## src/rtl/lc3s_pkg.sv

```systemverilog
// lc3s_pkg: shared types and constants of the lc3 instruction step unit
// no dependencies
package lc3s_pkg;

  localparam logic [2:0] MODE_WMEM = 3'd0;
  localparam logic [2:0] MODE_WREG = 3'd1;
  localparam logic [2:0] MODE_STEP = 3'd2;
  localparam logic [2:0] MODE_RMEM = 3'd3;
  localparam logic [2:0] MODE_RREG = 3'd4;

  localparam logic [3:0] OP_BR   = 4'd0;
  localparam logic [3:0] OP_ADD  = 4'd1;
  localparam logic [3:0] OP_LD   = 4'd2;
  localparam logic [3:0] OP_ST   = 4'd3;
  localparam logic [3:0] OP_JSR  = 4'd4;
  localparam logic [3:0] OP_AND  = 4'd5;
  localparam logic [3:0] OP_LDR  = 4'd6;
  localparam logic [3:0] OP_STR  = 4'd7;
  localparam logic [3:0] OP_NOT  = 4'd9;
  localparam logic [3:0] OP_LDI  = 4'd10;
  localparam logic [3:0] OP_STI  = 4'd11;
  localparam logic [3:0] OP_JMP  = 4'd12;
  localparam logic [3:0] OP_LEA  = 4'd14;
  localparam logic [3:0] OP_TRAP = 4'd15;

  localparam logic [7:0] TRAP_HALT = 8'h25;

  localparam logic [2:0] CC_NEG  = 3'd4;
  localparam logic [2:0] CC_ZERO = 3'd2;
  localparam logic [2:0] CC_POS  = 3'd1;

  // memory address source
  localparam logic [1:0] MA_INPUT = 2'd0;
  localparam logic [1:0] MA_PC    = 2'd1;
  localparam logic [1:0] MA_EA    = 2'd2;
  localparam logic [1:0] MA_RDATA = 2'd3;

  typedef struct packed {
    logic       take;      // latch input item
    logic       mem_rd;
    logic       mem_wr;
    logic [1:0] mem_sel;
    logic       wr_input;  // write data from the item, else from a register
    logic       ir_load;
    logic       exec;      // execute non-memory part, pc update
    logic       load_wb;   // write loaded word to dr with cc
    logic       ptr_load;  // marks the indirect pointer, held in the memory read register
    logic       rmem_cap;  // capture memory read for mode read memory
    logic       fin_out;   // form result
  } lc3s_cmd_t;

  typedef struct packed {
    logic [2:0] mode;
    logic [3:0] opcode;
  } lc3s_stat_t;

endpackage

```

## src/rtl/lc3s_ctrl.sv

```systemverilog
// lc3s_ctrl: sequencer of the lc3 instruction step unit
// depends on lc3s_pkg
module lc3s_ctrl import lc3s_pkg::*; (
  input  logic       clk,
  input  logic       rst,
  input  logic       in_valid,
  output logic       in_ready,
  output logic       out_valid,
  input  logic       out_ready,
  input  lc3s_stat_t stat,
  output lc3s_cmd_t  cmd
);

  localparam logic [2:0] S_IDLE  = 3'd0;
  localparam logic [2:0] S_DISP  = 3'd1;
  localparam logic [2:0] S_DEC   = 3'd2;
  localparam logic [2:0] S_MEM1  = 3'd3;
  localparam logic [2:0] S_MEM2  = 3'd4;
  localparam logic [2:0] S_WB    = 3'd5;
  localparam logic [2:0] S_RMEM  = 3'd6;

  logic [2:0] state, state_next;
  logic       out_full;
  logic       done;
  // second pass of LDI through S_MEM2 acts as a load
  logic       ldi_second;

  assign in_ready  = (state == S_IDLE) && (!out_full || out_ready);
  assign out_valid = out_full;

  always_comb begin
    cmd = '0;
    state_next = state;
    done = 1'b0;
    unique case (state)
      S_IDLE: begin
        if (in_valid && in_ready) begin
          cmd.take = 1'b1;
          state_next = S_DISP;
        end
      end
      S_DISP: begin
        unique case (stat.mode)
          MODE_WMEM: begin
            cmd.mem_wr = 1'b1; cmd.mem_sel = MA_INPUT; cmd.wr_input = 1'b1;
            done = 1'b1;
          end
          MODE_RMEM: begin
            cmd.mem_rd = 1'b1; cmd.mem_sel = MA_INPUT;
            state_next = S_RMEM;
          end
          MODE_STEP: begin
            cmd.mem_rd = 1'b1; cmd.mem_sel = MA_PC;
            state_next = S_DEC;
          end
          default: done = 1'b1;
        endcase
      end
      S_RMEM: begin
        cmd.rmem_cap = 1'b1;
        done = 1'b1;
      end
      S_DEC: begin
        cmd.ir_load = 1'b1;
        state_next = S_MEM1;
      end
      S_MEM1: begin
        cmd.exec = 1'b1;
        unique case (stat.opcode)
          OP_LD, OP_LDR, OP_LDI: begin
            cmd.mem_rd = 1'b1; cmd.mem_sel = MA_EA;
            state_next = S_MEM2;
          end
          OP_ST, OP_STR: begin
            cmd.mem_wr = 1'b1; cmd.mem_sel = MA_EA;
            done = 1'b1;
          end
          OP_STI: begin
            cmd.mem_rd = 1'b1; cmd.mem_sel = MA_EA;
            state_next = S_MEM2;
          end
          default: done = 1'b1;
        endcase
      end
      S_MEM2: begin
        unique case (stat.opcode)
          OP_LDI: begin
            if (ldi_second) begin
              cmd.load_wb = 1'b1;
              done = 1'b1;
            end else begin
              cmd.ptr_load = 1'b1;
              state_next = S_WB;
            end
          end
          OP_STI: begin
            cmd.ptr_load = 1'b1;
            state_next = S_WB;
          end
          default: begin
            cmd.load_wb = 1'b1;
            done = 1'b1;
          end
        endcase
      end
      S_WB: begin
        if (stat.opcode == OP_LDI) begin
          cmd.mem_rd = 1'b1; cmd.mem_sel = MA_RDATA;
          state_next = S_MEM2;
          // second pass through mem2 finishes as a plain load
        end else begin
          cmd.mem_wr = 1'b1; cmd.mem_sel = MA_RDATA;
          done = 1'b1;
        end
      end
      default: state_next = S_IDLE;
    endcase
    if (done) begin
      cmd.fin_out = 1'b1;
      state_next = S_IDLE;
    end
  end

  always_ff @(posedge clk) begin
    if (rst) begin
      state <= S_IDLE;
      out_full <= 1'b0;
      ldi_second <= 1'b0;
    end else begin
      state <= state_next;
      if (done) out_full <= 1'b1;
      else if (out_ready) out_full <= 1'b0;
      if (state == S_WB) ldi_second <= 1'b1;
      else if (state == S_IDLE) ldi_second <= 1'b0;
    end
  end

  assert property (@(posedge clk) disable iff (rst) cmd.take |=> state == S_DISP)
    else $error("take did not start dispatch");
  assert property (@(posedge clk) disable iff (rst) !(cmd.mem_rd && cmd.mem_wr))
    else $error("memory read and write at once");
  assert property (@(posedge clk) disable iff (rst) out_full && !out_ready |=> out_full)
    else $error("result lost");
  assert property (@(posedge clk) disable iff (rst) cmd.fin_out |=> state == S_IDLE)
    else $error("item did not end in idle");

endmodule

```

## config.mk

```make
export PLATFORM = sky130hd
export DESIGN_NAME = lc3s_ctrl
export DESIGN_NICKNAME = d
export VERILOG_FILES = /design/src/rtl/lc3s_pkg.sv /design/src/rtl/lc3s_ctrl.sv
export SDC_FILE = /design/constraint.sdc
export NUM_CORES = 1
export LEC_CHECK = 0
export ABC_AREA = 1
export ABC_CLOCK_PERIOD_IN_PS = 1900
export BUFFER_PORTS_ARGS = -buffer_cell sky130_fd_sc_hd__clkbuf_2
export CORE_UTILIZATION = 38
export CTS_CLUSTER_SIZE = 25
export DETAILED_ROUTE_END_ITERATION = 7
export GPL_ROUTABILITY_DRIVEN = 1
export GPL_TIMING_DRIVEN = 0
export PLACE_DENSITY = 0.67
export SETUP_SLACK_MARGIN = 0.15
export SYNTH_ARGS = -nofsm -noshare
export SYNTH_HDL_FRONTEND = slang
export SYNTH_SLANG_ARGS = --single-unit
```

## constraint.sdc

```tcl
create_clock -name clk -period 1.9 [get_ports clk]
set_clock_uncertainty 0.1 [all_clocks]
set_input_delay 0.285 -clock clk [delete_from_list [all_inputs] [get_ports clk]]
set_output_delay 0.285 -clock clk [all_outputs]
set_load 0.01 [all_outputs]
```

## Word level (Yosys, flattened, before mapping)

Cells that the tools add are included.

- Add/subtract/negate cells: 0
- Multiply operators: 0
- Equality and inequality tests: 20
- Mux-type cells: 35
- Bitwise logic cells: 1
- Shift operators: 0
- Order comparisons: 0
- Divide/modulo/power cells: 0
- Reductions and logical operators: 14

Operators by type and width:

| kind | number |
|---|---|
| 1-bit 2-to-1 mux | 22 |
| 3-bit one-hot mux with 7 select lines | 1 |
| 3-bit by 2-bit == test with 1-bit output, second input constant | 4 |
| 3-bit 2-to-1 mux | 4 |
| 3-bit one-hot mux with 2 select lines | 2 |
| 4-bit one-hot mux with 3 select lines | 1 |
| 3-bit == test, second input constant | 3 |
| 4-bit by 2-bit == test with 1-bit output, second input constant | 2 |
| 4-bit by 3-bit == test with 1-bit output, second input constant | 2 |
| 4-bit == test, second input constant | 2 |
| 7-bit AND reduction | 1 |
| 3-bit zero test | 2 |
| 3-bit inequality test, second input constant | 2 |
| 2-bit OR reduction | 3 |
| 6-bit OR reduction | 1 |
| 1-bit one-hot mux with 5 select lines | 1 |
| 2-bit 2-to-1 mux | 2 |
| 2-bit inequality test, second input constant | 2 |
| 1-bit one-hot mux with 2 select lines | 2 |
| 2-bit nonzero test | 2 |
| 4-bit OR reduction | 1 |
| 3-bit by 1-bit == test with 1-bit output, second input constant | 1 |
| 3-bit by 1-bit inequality test with 1-bit output, second input constant | 1 |
| 1-bit logical AND | 2 |
| other kinds (4) | 4 |

- Latch bits: 0
- Logic and storage cells: 73
- Output and inout bits: 14
- ROM bits: 0
- RAM bits: 0
- Bits of input ports: 11
- Flip-flop bits (word level): 5
- Memories kept: 0

## Longest topological paths before layout

Gate-level depths: netlist of the first run.

- Word-level depth: 6
- Mapped depth: 10
- Mapped depth without buffers: 10

## Worst setup path before layout of the first run

No wires, ideal clock.

- Path kind: flip-flop to output port
- Start: reg state[1]
- End: out cmd[0] in the netlist's numbering
- Cell stages (with the launch flop): 8
- Data arrival time: 1007 ps
- Path slack: 508 ps
- Path buffers: 1
- Required time: 1515 ps
- Cell sequence: dfxtp_1 nand2_1 nor2_4 nand3_2 nand3_2 nor2_4 inv_2 buf_4

RTL lines:

| item | RTL line | source |
|---|---|---|
| start, declared | lc3s_ctrl.sv:22 | `logic [2:0] state, state_next;` |
| start signal, assigned | lc3s_ctrl.sv:130 | `state <= state_next;` |
| end, declared | lc3s_ctrl.sv:11 | `output lc3s_cmd_t cmd` |

==> summary.md, run 1 <==
| Metric | Value |
|---|---|
| Total gr overflow | `0` |
| FF+latch count, synth | `5` |
| Fin cells | `148` |
| RD Place Congestion | `0.728` |
| Max transition margin | `82.3%` |
| Max FO, Critical Path | `8` |
| Crit. End Element | `output pin` |
| CORE AREA | `0.00133 mm^2` |
| Worst skew pair latency | `0.24 ns` |
| Power Density | `1240 mW/mm^2` |
| Max VDD drop | `0.749 mV` |
| N_diodes | `0` |
| CTS tree | `built` |
| Share of layout cells above drive strength 1 | `57.1%` |
| Period minus WS final | `1.73 ns` |
| Worst slack, placed | `0.238 ns` |
| Cts bufs inserted | `3` |
| YS warnings | `0` |
| H-tree depth | `1` |
| Largest net degree at the start of global routing | `9` |
| Vias after detailed routing | `695` |
| Max Slew Vio Count | `0` |
| Buffers added on ports | `24` |
| Mapped Cells | `92` |
| Area grow syn2layout | `62.9%` |
| Top routing layer in use | `met4` |
| Clock Path Buffers | `2` |
| Nets | `145` |
| Die extent in x | `40.3 um` |
| Final Hold Fails | `0` |
| Commonest non-fill, non-tap cell in the layout | `clkbuf_2` |
| Crit path arrival time | `1.34 ns` |
| Post-Syn Area | `557 um^2` |
| Initial Util | `41.7%` |
| Slowest-stage cell, CP | `dfxtp_2` |
| Most frequent cells in the layout | `19 x clkbuf_2, 14 x nand2_1, 12 x nor2_1, 12 x inv_1, 12 x buf_4` |
| Top Ports | `25` |
| Slowest stage delay, CP | `0.32 ns` |
| First-pass GRT wire length | `2190 um` |
| Clock Sink Count | `5` |
| Routed length per instance | `10.3 um` |
| Period utilization | `90.8%` |
| Final setup viols | `0` |
| Pleak | `0.524 nW` |
| Final core occ | `68.0%` |
| Setup slack after layout | `0.174 ns` |
| Worst-margin pin slew | `0.265 ns` |
| # DRC | `0` |
| CP required | `1.51 ns` |
| Vias in the first global route | `611` |
| Placed Cells | `131` |
| Avg Cell Area, Syn | `6.05 um^2` |
| FMAX | `0.579 GHz` |
| Row count | `13` |
| DRT Pass-1 Iters | `4` |
| RSZ-0062 raised after global routing | `yes` |
| Net count after synthesis | `103` |
| Clk root buf | `clkbuf_4` |
| DIE AREA | `0.00162 mm^2` |
| Sequential area share after synthesis | `18.0%` |
| Die Y | `40.3 um` |
| M1 WL | `602 um` |
| Final HPWL DP | `1090 um` |
| Startpoint Class | `flop` |
| Hold Crit Class | `in2reg` |
| Vias per cell | `4.70` |
| WL final | `1530 um` |
| Initial antenna violation count | `0` |
| Kind of critical path | `reg2out` |
| MaxCap Viol Count | `0` |
| Overall power | `0.00112 W` |
| TNS Setup | `0 ns` |
| Met2 wire len | `855 um` |
| 1st-iter DRT viols | `12` |
| Worst-path clk slew | `0.04 ns` |
| Gr usage total | `20.3%` |
| Distinct cells, synth | `17` |
| Outcome | `completed` |
| # fillers | `125` |
| Post-route ant nets | `0` |
| Worst-path cell chain | `buf_8 -> inv_8 -> nor2_4 -> nand2_4 -> nand3_4 -> nor2_4 -> inv_2 -> buf_6 -> buf_6` |
| Routed met3 length | `58 um` |
==> power breakdown <==
part	total (W)	internal, W	leakage (nW)	switching (W)
Clock	0.000120	0.0000792	0.0150	0.0000404
Sequential	0.000187	0.000148	0.0428	0.0000386
Combinational	0.000816	0.000375	0.466	0.000441
Total	0.00112	0.000603	0.524	0.000520
==> sequential cells by signal (all words and copies together) (netlist names) <==
name,cells
out_valid,1
state,3
ldi_second,1
==> final cells by class <==
cell class	instances	area, um^2	share of cell area, %
multi-input cells	67	419	46.2
well taps	15	18.8	2.07
flip-flops and latches	5	109	12.0
clock buffers	4	26.3	2.90
inverters	18	80.1	8.83
repair buffers	37	228	25.1
plain buffers	2	26.3	2.90
==> worst paths after layout <==
| check | startpoint | endpoint | slack, ns | cells after the start |
|---|---|---|---|---|
| min reg2reg | ldi_second | ldi_second | 0.39 | 2 |
| max | state[2] | cmd[0] | 0.17 | 9 |
| max reg2reg | state[2] | state[0] | 0.44 | 11 |
| min | rst | ldi_second | 0.16 | 2 |
==> cells by family (layout without fill, tap and decap cells) <==
kind of cell           Yosys count  after routing  share of synthesized area [%]
AOI/OAI and AO/OA                6              6                           6.96
buffers and inverters           20             61                           14.8
DFF                              5              5                           18.0
and+or+nand+nor                 61             61                           60.2
==> per-stage QoR <==
step                instance area [um^2]  hold WS, ns
floorplan                            557        0.257
global placement                     696        0.377
detailed placement                   696        0.389
CTS                                  853        0.145
global route                         907        0.155
finish                               907        0.157
==> synthesized netlist by cell type (all sizes together) <==
| cell | n | area (um^2) |
|---|---|---|
| nand2 | 23 | 114 |
| nor2 | 22 | 125 |
| inv | 18 | 67.6 |
| nand3 | 11 | 70.1 |
| dfxtp | 5 | 100 |
| nor3 | 4 | 20.0 |
| a21oi | 3 | 15.0 |
| buf | 2 | 15.0 |
| o211ai | 2 | 15.0 |
| nand4 | 1 | 6.26 |
| o21ai | 1 | 8.76 |
==> critical path: cells and delay by family, from the launching register on <==
family	cells	cell delay, ns
buffers and inverters	5	0.44
and+or+nand+nor	4	0.35
DFF	1	0.32
==> layer usage <==
metal | up-vias | global-route usage [%]
li1 | 369 | -
met5 | - | 0
met2 | 18 | 38.7
met3 | 2 | 3.33
met1 | 306 | 21.0
met4 | 0 | 10.0
==> repair_timing <==
action / CTS / global route
setup buffers: 10 / 3
resized for setup: 17 / 14
hold buffers: 0 / 0
endpoints found under the setup margin: 1 / 7
pin swaps: 7 / 7
No activity file was read; power rests on OpenSTA's default activity.
==> run 2, diff against run 1 <==
--- a/config.mk
+++ b/config.mk
@@ -13,7 +13,7 @@
 export DETAILED_ROUTE_END_ITERATION = 7
 export GPL_ROUTABILITY_DRIVEN = 1
 export GPL_TIMING_DRIVEN = 0
-export PLACE_DENSITY = 0.67
+export PLACE_DENSITY = 0.68
 export SETUP_SLACK_MARGIN = 0.15
 export SYNTH_ARGS = -nofsm -noshare
 export SYNTH_HDL_FRONTEND = slang
==> run 2 against run 1 <==
Wire length down 2.3%. Sequential share of layout area up 0.38 points. Cell count down 2.7%. Critical path type unchanged.
==> summary.md, run 2 (synthesis gave the netlist of run 1 again) <==
| Metric | Value |
|---|---|
| # DRC | `0 (unchanged)` |
| Area grow syn2layout | `58.0% (was 62.9%)` |
| Period utilization | `89.8% (was 90.8%)` |
| Share of layout cells above drive strength 1 | `54.3% (was 57.1%)` |
| Period minus WS final | `1.71 ns (was 1.73 ns)` |
| Routed length per instance | `10.4 um (was 10.3 um)` |
| R2R setup slack | `0.46 ns (was 0.44 ns)` |
| First-pass GRT wire length | `2190 um (unchanged)` |
| H-tree depth | `1 (unchanged)` |
| N_diodes | `0 (unchanged)` |
| Die Y | `40.3 um (unchanged)` |
| Clock Path Buffers | `2 (unchanged)` |
| Vias after detailed routing | `676 (was 695)` |
| 1st-iter DRT viols | `6 (was 12)` |
| Most flops, register | `state (unchanged)` |
| Final Hold Fails | `0 (unchanged)` |
| Nets | `141 (was 145)` |
| Die extent in x | `40.3 um (unchanged)` |
| DRT Pass-1 Iters | `4 (unchanged)` |
| RSZ-0062 raised after global routing | `yes (unchanged)` |
| Kind of critical path | `reg2out (unchanged)` |
| Vias in the first global route | `564 (was 611)` |
| TNS Setup | `0 ns (unchanged)` |
| Pleak | `0.500 nW (was 0.524 nW)` |
| Clk root buf | `clkbuf_4 (unchanged)` |
| Max VDD drop | `0.704 mV (was 0.749 mV)` |
| DIE AREA | `0.00162 mm^2 (unchanged)` |
| Startpoint Class | `flop (unchanged)` |
| Worst slack, placed | `0.266 ns (was 0.238 ns)` |
| Overall power | `0.00110 W (was 0.00112 W)` |
| Max transition margin | `79.5% (was 82.3%)` |
| Post-route ant nets | `0 (unchanged)` |
| RD Place Congestion | `0.741 (was 0.728)` |
| Power Density | `1250 mW/mm^2 (was 1240 mW/mm^2)` |
| Max Slew Vio Count | `0 (unchanged)` |
| Crit. End Element | `output pin (unchanged)` |
| Max reg flops | `3 (unchanged)` |
| CORE AREA | `0.00133 mm^2 (unchanged)` |
| Final core occ | `65.9% (was 68.0%)` |
| Largest net degree at the start of global routing | `9 (unchanged)` |
| Vias per cell | `4.69 (was 4.70)` |
| Initial Util | `41.7% (unchanged)` |
| Hold Crit Class | `in2reg (unchanged)` |
| MaxCap Viol Count | `0 (unchanged)` |
| Top Ports | `25 (unchanged)` |
| Final HPWL DP | `1070 um (was 1090 um)` |
| Max FO, Critical Path | `8 (unchanged)` |
| WL final | `1490 um (was 1530 um)` |
| Crit path arrival time | `1.32 ns (was 1.34 ns)` |
| FMAX | `0.586 GHz (was 0.579 GHz)` |
| Final setup viols | `0 (unchanged)` |
| Worst-path clk slew | `0.04 ns (about the same)` |
| Buffers added on ports | `24 (unchanged)` |
| # fillers | `130 (was 125)` |
| Gr usage total | `20.4% (was 20.3%)` |
| Initial antenna violation count | `0 (unchanged)` |
| Setup slack after layout | `0.194 ns (was 0.174 ns)` |
| CP required | `1.51 ns (about the same)` |
| Clock Sink Count | `5 (unchanged)` |
| Row count | `13 (unchanged)` |
| Worst-margin pin slew | `0.306 ns (was 0.265 ns)` |
| Commonest non-fill, non-tap cell in the layout | `clkbuf_2 (unchanged)` |
| Outcome | `completed (unchanged)` |
| CTS tree | `built (unchanged)` |
| Cts hold-fix bufs | `0 (unchanged)` |
| Cts bufs inserted | `3 (unchanged)` |
| Worst skew pair latency | `0.24 ns (about the same)` |
| Most frequent cells in the layout | `22 x clkbuf_2, 15 x nand2_1, 13 x inv_1 (was 19 x clkbuf_2, 14 x nand2_1, 12 x nor2_1, 12 x inv_1, 12 x buf_4)` |
| Total gr overflow | `0 (unchanged)` |
==> run 2: cell count changes in the layout (fill, tap and decap cells not counted) <==
cell | previous run | this run
clkbuf_2 | 19 | 22
nand3_4 | 1 | 2
buf_4 | 12 | 8
inv_4 | 2 | 1
nand3_2 | 3 | 2
nand2_1 | 14 | 15
buf_2 | 4 | 1
nand2_2 | 5 | 4
inv_1 | 12 | 13
==> run 2: power by group <==
part / switching (W) / total [W] / internal (W)
registers: 0.0000348 / 0.000183 / 0.000148
clock network: 0.0000395 / 0.000119 / 0.0000791
logic: 0.000439 / 0.000796 / 0.000357
total: 0.000513 / 0.00110 / 0.000585
==> run 2: per-stage QoR <==
stage	instances	instance area [um^2]	hold slack, ns
floorplan	92	557	0.257
global placement	131	696	0.377
detailed placement	131	696	0.380
CTS	141	816	0.145
global route	144	880	0.159
finish	144	880	0.157
==> run 2: final timing paths <==
check                  start          to  depth (start not counted)
hold reg to reg   ldi_second  ldi_second                          2
setup / recovery    state[2]      cmd[0]                          9
hold / removal           rst  ldi_second                          2
setup reg to reg    state[2]    state[0]                         11
==> run 2: worst max-delay path, stage by stage, from the launching register on <==
cell	delay, ns
dfxtp_2	0.33
buf_8	0.15
inv_8	0.05
nor2_4	0.13
nand2_4	0.06
nand2_2	0.08
nor2_4	0.04
inv_2	0.05
buf_6	0.08
buf_6	0.09
==> run 2: final cells by class <==
cell class                      instances  area, um^2  share of cell area (%)
Inverter                               18        77.6                    8.82
Buffer                                  2        26.3                    2.99
Multi-Input combinational cell         67         424                    48.2
Timing Repair Buffer                   33         198                    22.5
Clock buffer                            4        26.3                    2.99
Sequential cell                         5         109                    12.4
Tap cell                               15        18.8                    2.13
==> run 2: routing by layer <==
layer,up-vias,wire [um],global-route usage (%)
li1,359,-,-
met1,298,623,26.0
met2,17,794,33.1
met3,2,58,1.67
met4,0,14,12.5
met5,-,0,0
==> run 2: what timing repair did <==
| action | in CTS | in global routing |
|---|---|---|
| resized for setup | 14 | 12 |
| endpoints found under the setup margin | 1 | 5 |
| pin swaps | 5 | 7 |
| buffers inserted | 6 | 3 |
| hold endpoints to repair | 0 | 0 |
==> run 3, diff against run 2 <==
--- a/config.mk
+++ b/config.mk
@@ -5,7 +5,6 @@
 export SDC_FILE = /design/constraint.sdc
 export NUM_CORES = 1
 export LEC_CHECK = 0
-export ABC_AREA = 1
 export ABC_CLOCK_PERIOD_IN_PS = 1900
 export BUFFER_PORTS_ARGS = -buffer_cell sky130_fd_sc_hd__clkbuf_2
 export CORE_UTILIZATION = 38
@@ -13,7 +12,7 @@
 export DETAILED_ROUTE_END_ITERATION = 7
 export GPL_ROUTABILITY_DRIVEN = 1
 export GPL_TIMING_DRIVEN = 0
-export PLACE_DENSITY = 0.68
+export PLACE_DENSITY = 0.69
 export SETUP_SLACK_MARGIN = 0.15
 export SYNTH_ARGS = -nofsm -noshare
 export SYNTH_HDL_FRONTEND = slang
==> run 3 against run 2 <==
Via count shrank 0.15%. Combinational power shrank 64%. Total power shrank 51%. Core utilization grew 8.5 points. Design area grew 0.43%. Count of clock-buffer cells in the layout shrank 1. Sequential cell count is the same. Sequential power shrank 32%. Synthesized area shrank 6.5%. Global-route usage grew 2.0 points. Critical path depth shrank 4. Fmax shrank 7.8%. Critical path type unchanged. Critical endpoint is now cmd[10].
==> summary.md, run 3 <==
| Metric | Value |
|---|---|
| Outcome | `completed (unchanged)` |
| Pleak | `0.417 nW (was 0.500 nW)` |
| DIE AREA | `0.00152 mm^2 (was 0.00162 mm^2)` |
| Final Hold Fails | `0 (unchanged)` |
| Max FO, Critical Path | `3 (was 8)` |
| Vias after detailed routing | `675 (was 676)` |
| Ys async rst share | `0% (unchanged)` |
| Most frequent cells in the layout | `20 x clkbuf_2, 14 x buf_4, 6 x nand2_1 (was 22 x clkbuf_2, 15 x nand2_1, 13 x inv_1)` |
| Die extent in x | `39.0 um (was 40.3 um)` |
| Power Density | `610 mW/mm^2 (was 1250 mW/mm^2)` |
| Period minus WS final | `1.85 ns (was 1.71 ns)` |
| Crit. End Element | `output pin (unchanged)` |
| FF+latch count, synth | `5 (unchanged)` |
| FMAX | `0.540 GHz (was 0.586 GHz)` |
| Share of layout cells above drive strength 1 | `63.1% (was 54.3%)` |
| Top_reg_cell synth | `dfxtp_1 (unchanged)` |
| Hold slack final | `0.122 ns (was 0.157 ns)` |
| # DRC | `0 (unchanged)` |
| Buffers added on ports | `24 (unchanged)` |
| Post-synth EDFFs | `0 (unchanged)` |
| Crit path arrival time | `1.47 ns (was 1.32 ns)` |
| Sequential area share after synthesis | `19.2% (was 18.0%)` |
| Net count after synthesis | `80 (was 103)` |
| WL final | `1650 um (was 1490 um)` |
| Startpoint Class | `flop (unchanged)` |
| Avg Cell Area, Syn | `7.54 um^2 (was 6.05 um^2)` |
| Kind of critical path | `reg2out (unchanged)` |
| CTS tree | `built (unchanged)` |
| Max VDD drop | `0.422 mV (was 0.704 mV)` |
| DRT Pass-1 Iters | `4 (unchanged)` |
| Clock Sink Count | `5 (unchanged)` |
| 1st-iter DRT viols | `9 (was 6)` |
| Top cells by count, synth | `7 x nand2_1, 7 x nor2_1, 6 x nor3_1 (was 16 x nand2_1, 13 x inv_1, 13 x nor2_1)` |
| Routed length per instance | `13.2 um (was 10.4 um)` |
| CORE AREA | `0.00119 mm^2 (was 0.00133 mm^2)` |
| Clk root buf | `clkbuf_4 (unchanged)` |
| Die Y | `39.0 um (was 40.3 um)` |
| Initial Util | `43.9% (was 41.7%)` |
| Hold Crit Class | `in2reg (unchanged)` |
| Final HPWL DP | `982 um (was 1070 um)` |
| Total gr overflow | `0 (unchanged)` |
| Mapped Cells | `69 (was 92)` |
| RD Place Congestion | `0.782 (was 0.741)` |
| Worst-path clk slew | `0.05 ns (was 0.04 ns)` |
| Row count | `12 (was 13)` |
| Cts hold-fix bufs | `0 (unchanged)` |
| Gr usage total | `22.4% (was 20.4%)` |
| Area share of the largest cell type after synthesis | `19.2% (was 18.0%)` |
| Vias per cell | `5.40 (was 4.69)` |
| Cts bufs inserted | `3 (unchanged)` |
| YS warnings | `0 (unchanged)` |
| Final setup viols | `0 (unchanged)` |
| # fillers | `82 (was 130)` |
| Max Slew Vio Count | `0 (unchanged)` |
| Post-Syn Area | `520 um^2 (was 557 um^2)` |
| Clock Path Buffers | `2 (unchanged)` |
| Max reg flops | `3 (unchanged)` |
| Synth top area cells | `dfxtp_1 19%, nor3_1 5.8%, nand2_1 5.0% (was dfxtp_1 18%, nand2_1 11%, inv_1 8.8%)` |
| Worst skew pair latency | `0.25 ns (was 0.24 ns)` |
| Period utilization | `97.4% (was 89.8%)` |
| TNS Setup | `0 ns (unchanged)` |
| H-tree depth | `1 (unchanged)` |
| RSZ-0062 raised after global routing | `yes (unchanged)` |
| CP required | `1.51 ns (about the same)` |
| Top Ports | `25 (unchanged)` |
| Commonest non-fill, non-tap cell in the layout | `clkbuf_2 (unchanged)` |
| Post-route ant nets | `0 (unchanged)` |
| Most flops, register | `state (unchanged)` |
| Initial antenna violation count | `0 (unchanged)` |
| Distinct cells, synth | `29 (was 17)` |
| MaxCap Viol Count | `0 (unchanged)` |
| N_diodes | `0 (unchanged)` |
| Nets | `123 (was 141)` |
| Max transition margin | `78.6% (was 79.5%)` |
| Final core occ | `74.5% (was 65.9%)` |
| Largest net degree at the start of global routing | `11 (was 9)` |
| Worst-margin pin slew | `0.320 ns (was 0.306 ns)` |
| Vias in the first global route | `535 (was 564)` |
| First-pass GRT wire length | `2270 um (was 2190 um)` |
| Area grow syn2layout | `69.7% (was 58.0%)` |
| Synth area leader | `dfxtp_1 (unchanged)` |
## run 3: changes by cell type in the layout (fill, tap and decap cells not counted), moves of 4 or more
cell / before / now
buf_4: 8 / 14
inv_1: 13 / 2
nand2_2: 4 / 0
nor2_4: 6 / 1
nand3_1: 7 / 0
nor2_1: 12 / 5
nand2_1: 15 / 6
## run 3: critical path, cell delays in order, from the launching register on
cell and delay, ns:
dfxtp_2 0.33, or3b_4 0.41, o31ai_2 0.09, nand2b_1 0.11
a21oi_1 0.13, buf_2 0.14
## run 3: where the power goes
part	switching [W]	total, W	internal [W]
Combinational	0.000139	0.000286	0.000146
Clock	0.0000524	0.000129	0.0000767
Sequential	0.00000785	0.000124	0.000117
Total	0.000200	0.000539	0.000340
## run 3: kinds of logic (layout without fill, tap and decap cells)
group           after synthesis  after routing  share of synthesized area [%]
simple gates                 37             37                           39.7
flops                         5              5                           19.2
buf+inv                       8             50                           7.45
compound gates               19             19                           33.7
## run 3: what timing repair did
item | CTS | global route
pin swaps | 4 | 3
endpoints found under the setup margin | 6 | 7
setup buffers | 4 | 10
resized for setup | 17 | 16
## run 3: final timing paths
path / from / endpoint / slack, ns / cells past startpoint
hold / removal: rst / ldi_second / 0.12 / 2
setup / recovery: state[1] / cmd[10] / 0.05 / 5
hold reg to reg: ldi_second / ldi_second / 0.41 / 2
setup reg to reg: state[1] / state[2] / 0.33 / 6
## run 3: final cells by class
class                           count  area [um^2]  share of cell area, %
Buffer                              5         56.3                   6.37
Clock buffer                        3         22.5                   2.55
Clock inverter                      1         5.00                  0.567
Inverter                            3         11.3                   1.27
Multi-Input combinational cell     56          437                   49.4
Sequential cell                     5          105                   11.9
Tap cell                           14         17.5                   1.98
Timing Repair Buffer               38          229                   25.9
## run 3: stage by stage
| step | setup slack (ns) | total power, W | instance area (um^2) | cells |
|---|---|---|---|---|
| 6_report | 0.0492 | 0.000539 | 883 | 125 |
| 5_1_grt | 0.00263 | 0.000575 | 883 | 125 |
| 4_1_cts | 0.0523 | 0.000490 | 759 | 115 |
| 3_5_place_dp | 0.185 | 0.000319 | 658 | 107 |
| 3_3_place_gp | 0.179 | 0.000318 | 658 | 107 |
| 2_1_floorplan | 0.273 | 0.000259 | 520 | 69 |
## run 3: routing by layer
metal / wire [um] / track usage [%] / vias to the layer above
li1: - / - / 334
met1: 693 / 26.0 / 313
met2: 836 / 38.3 / 22
met3: 53 / 3.47 / 6
met4: 66 / 12.9 / 0
met5: 0 / 0 / -
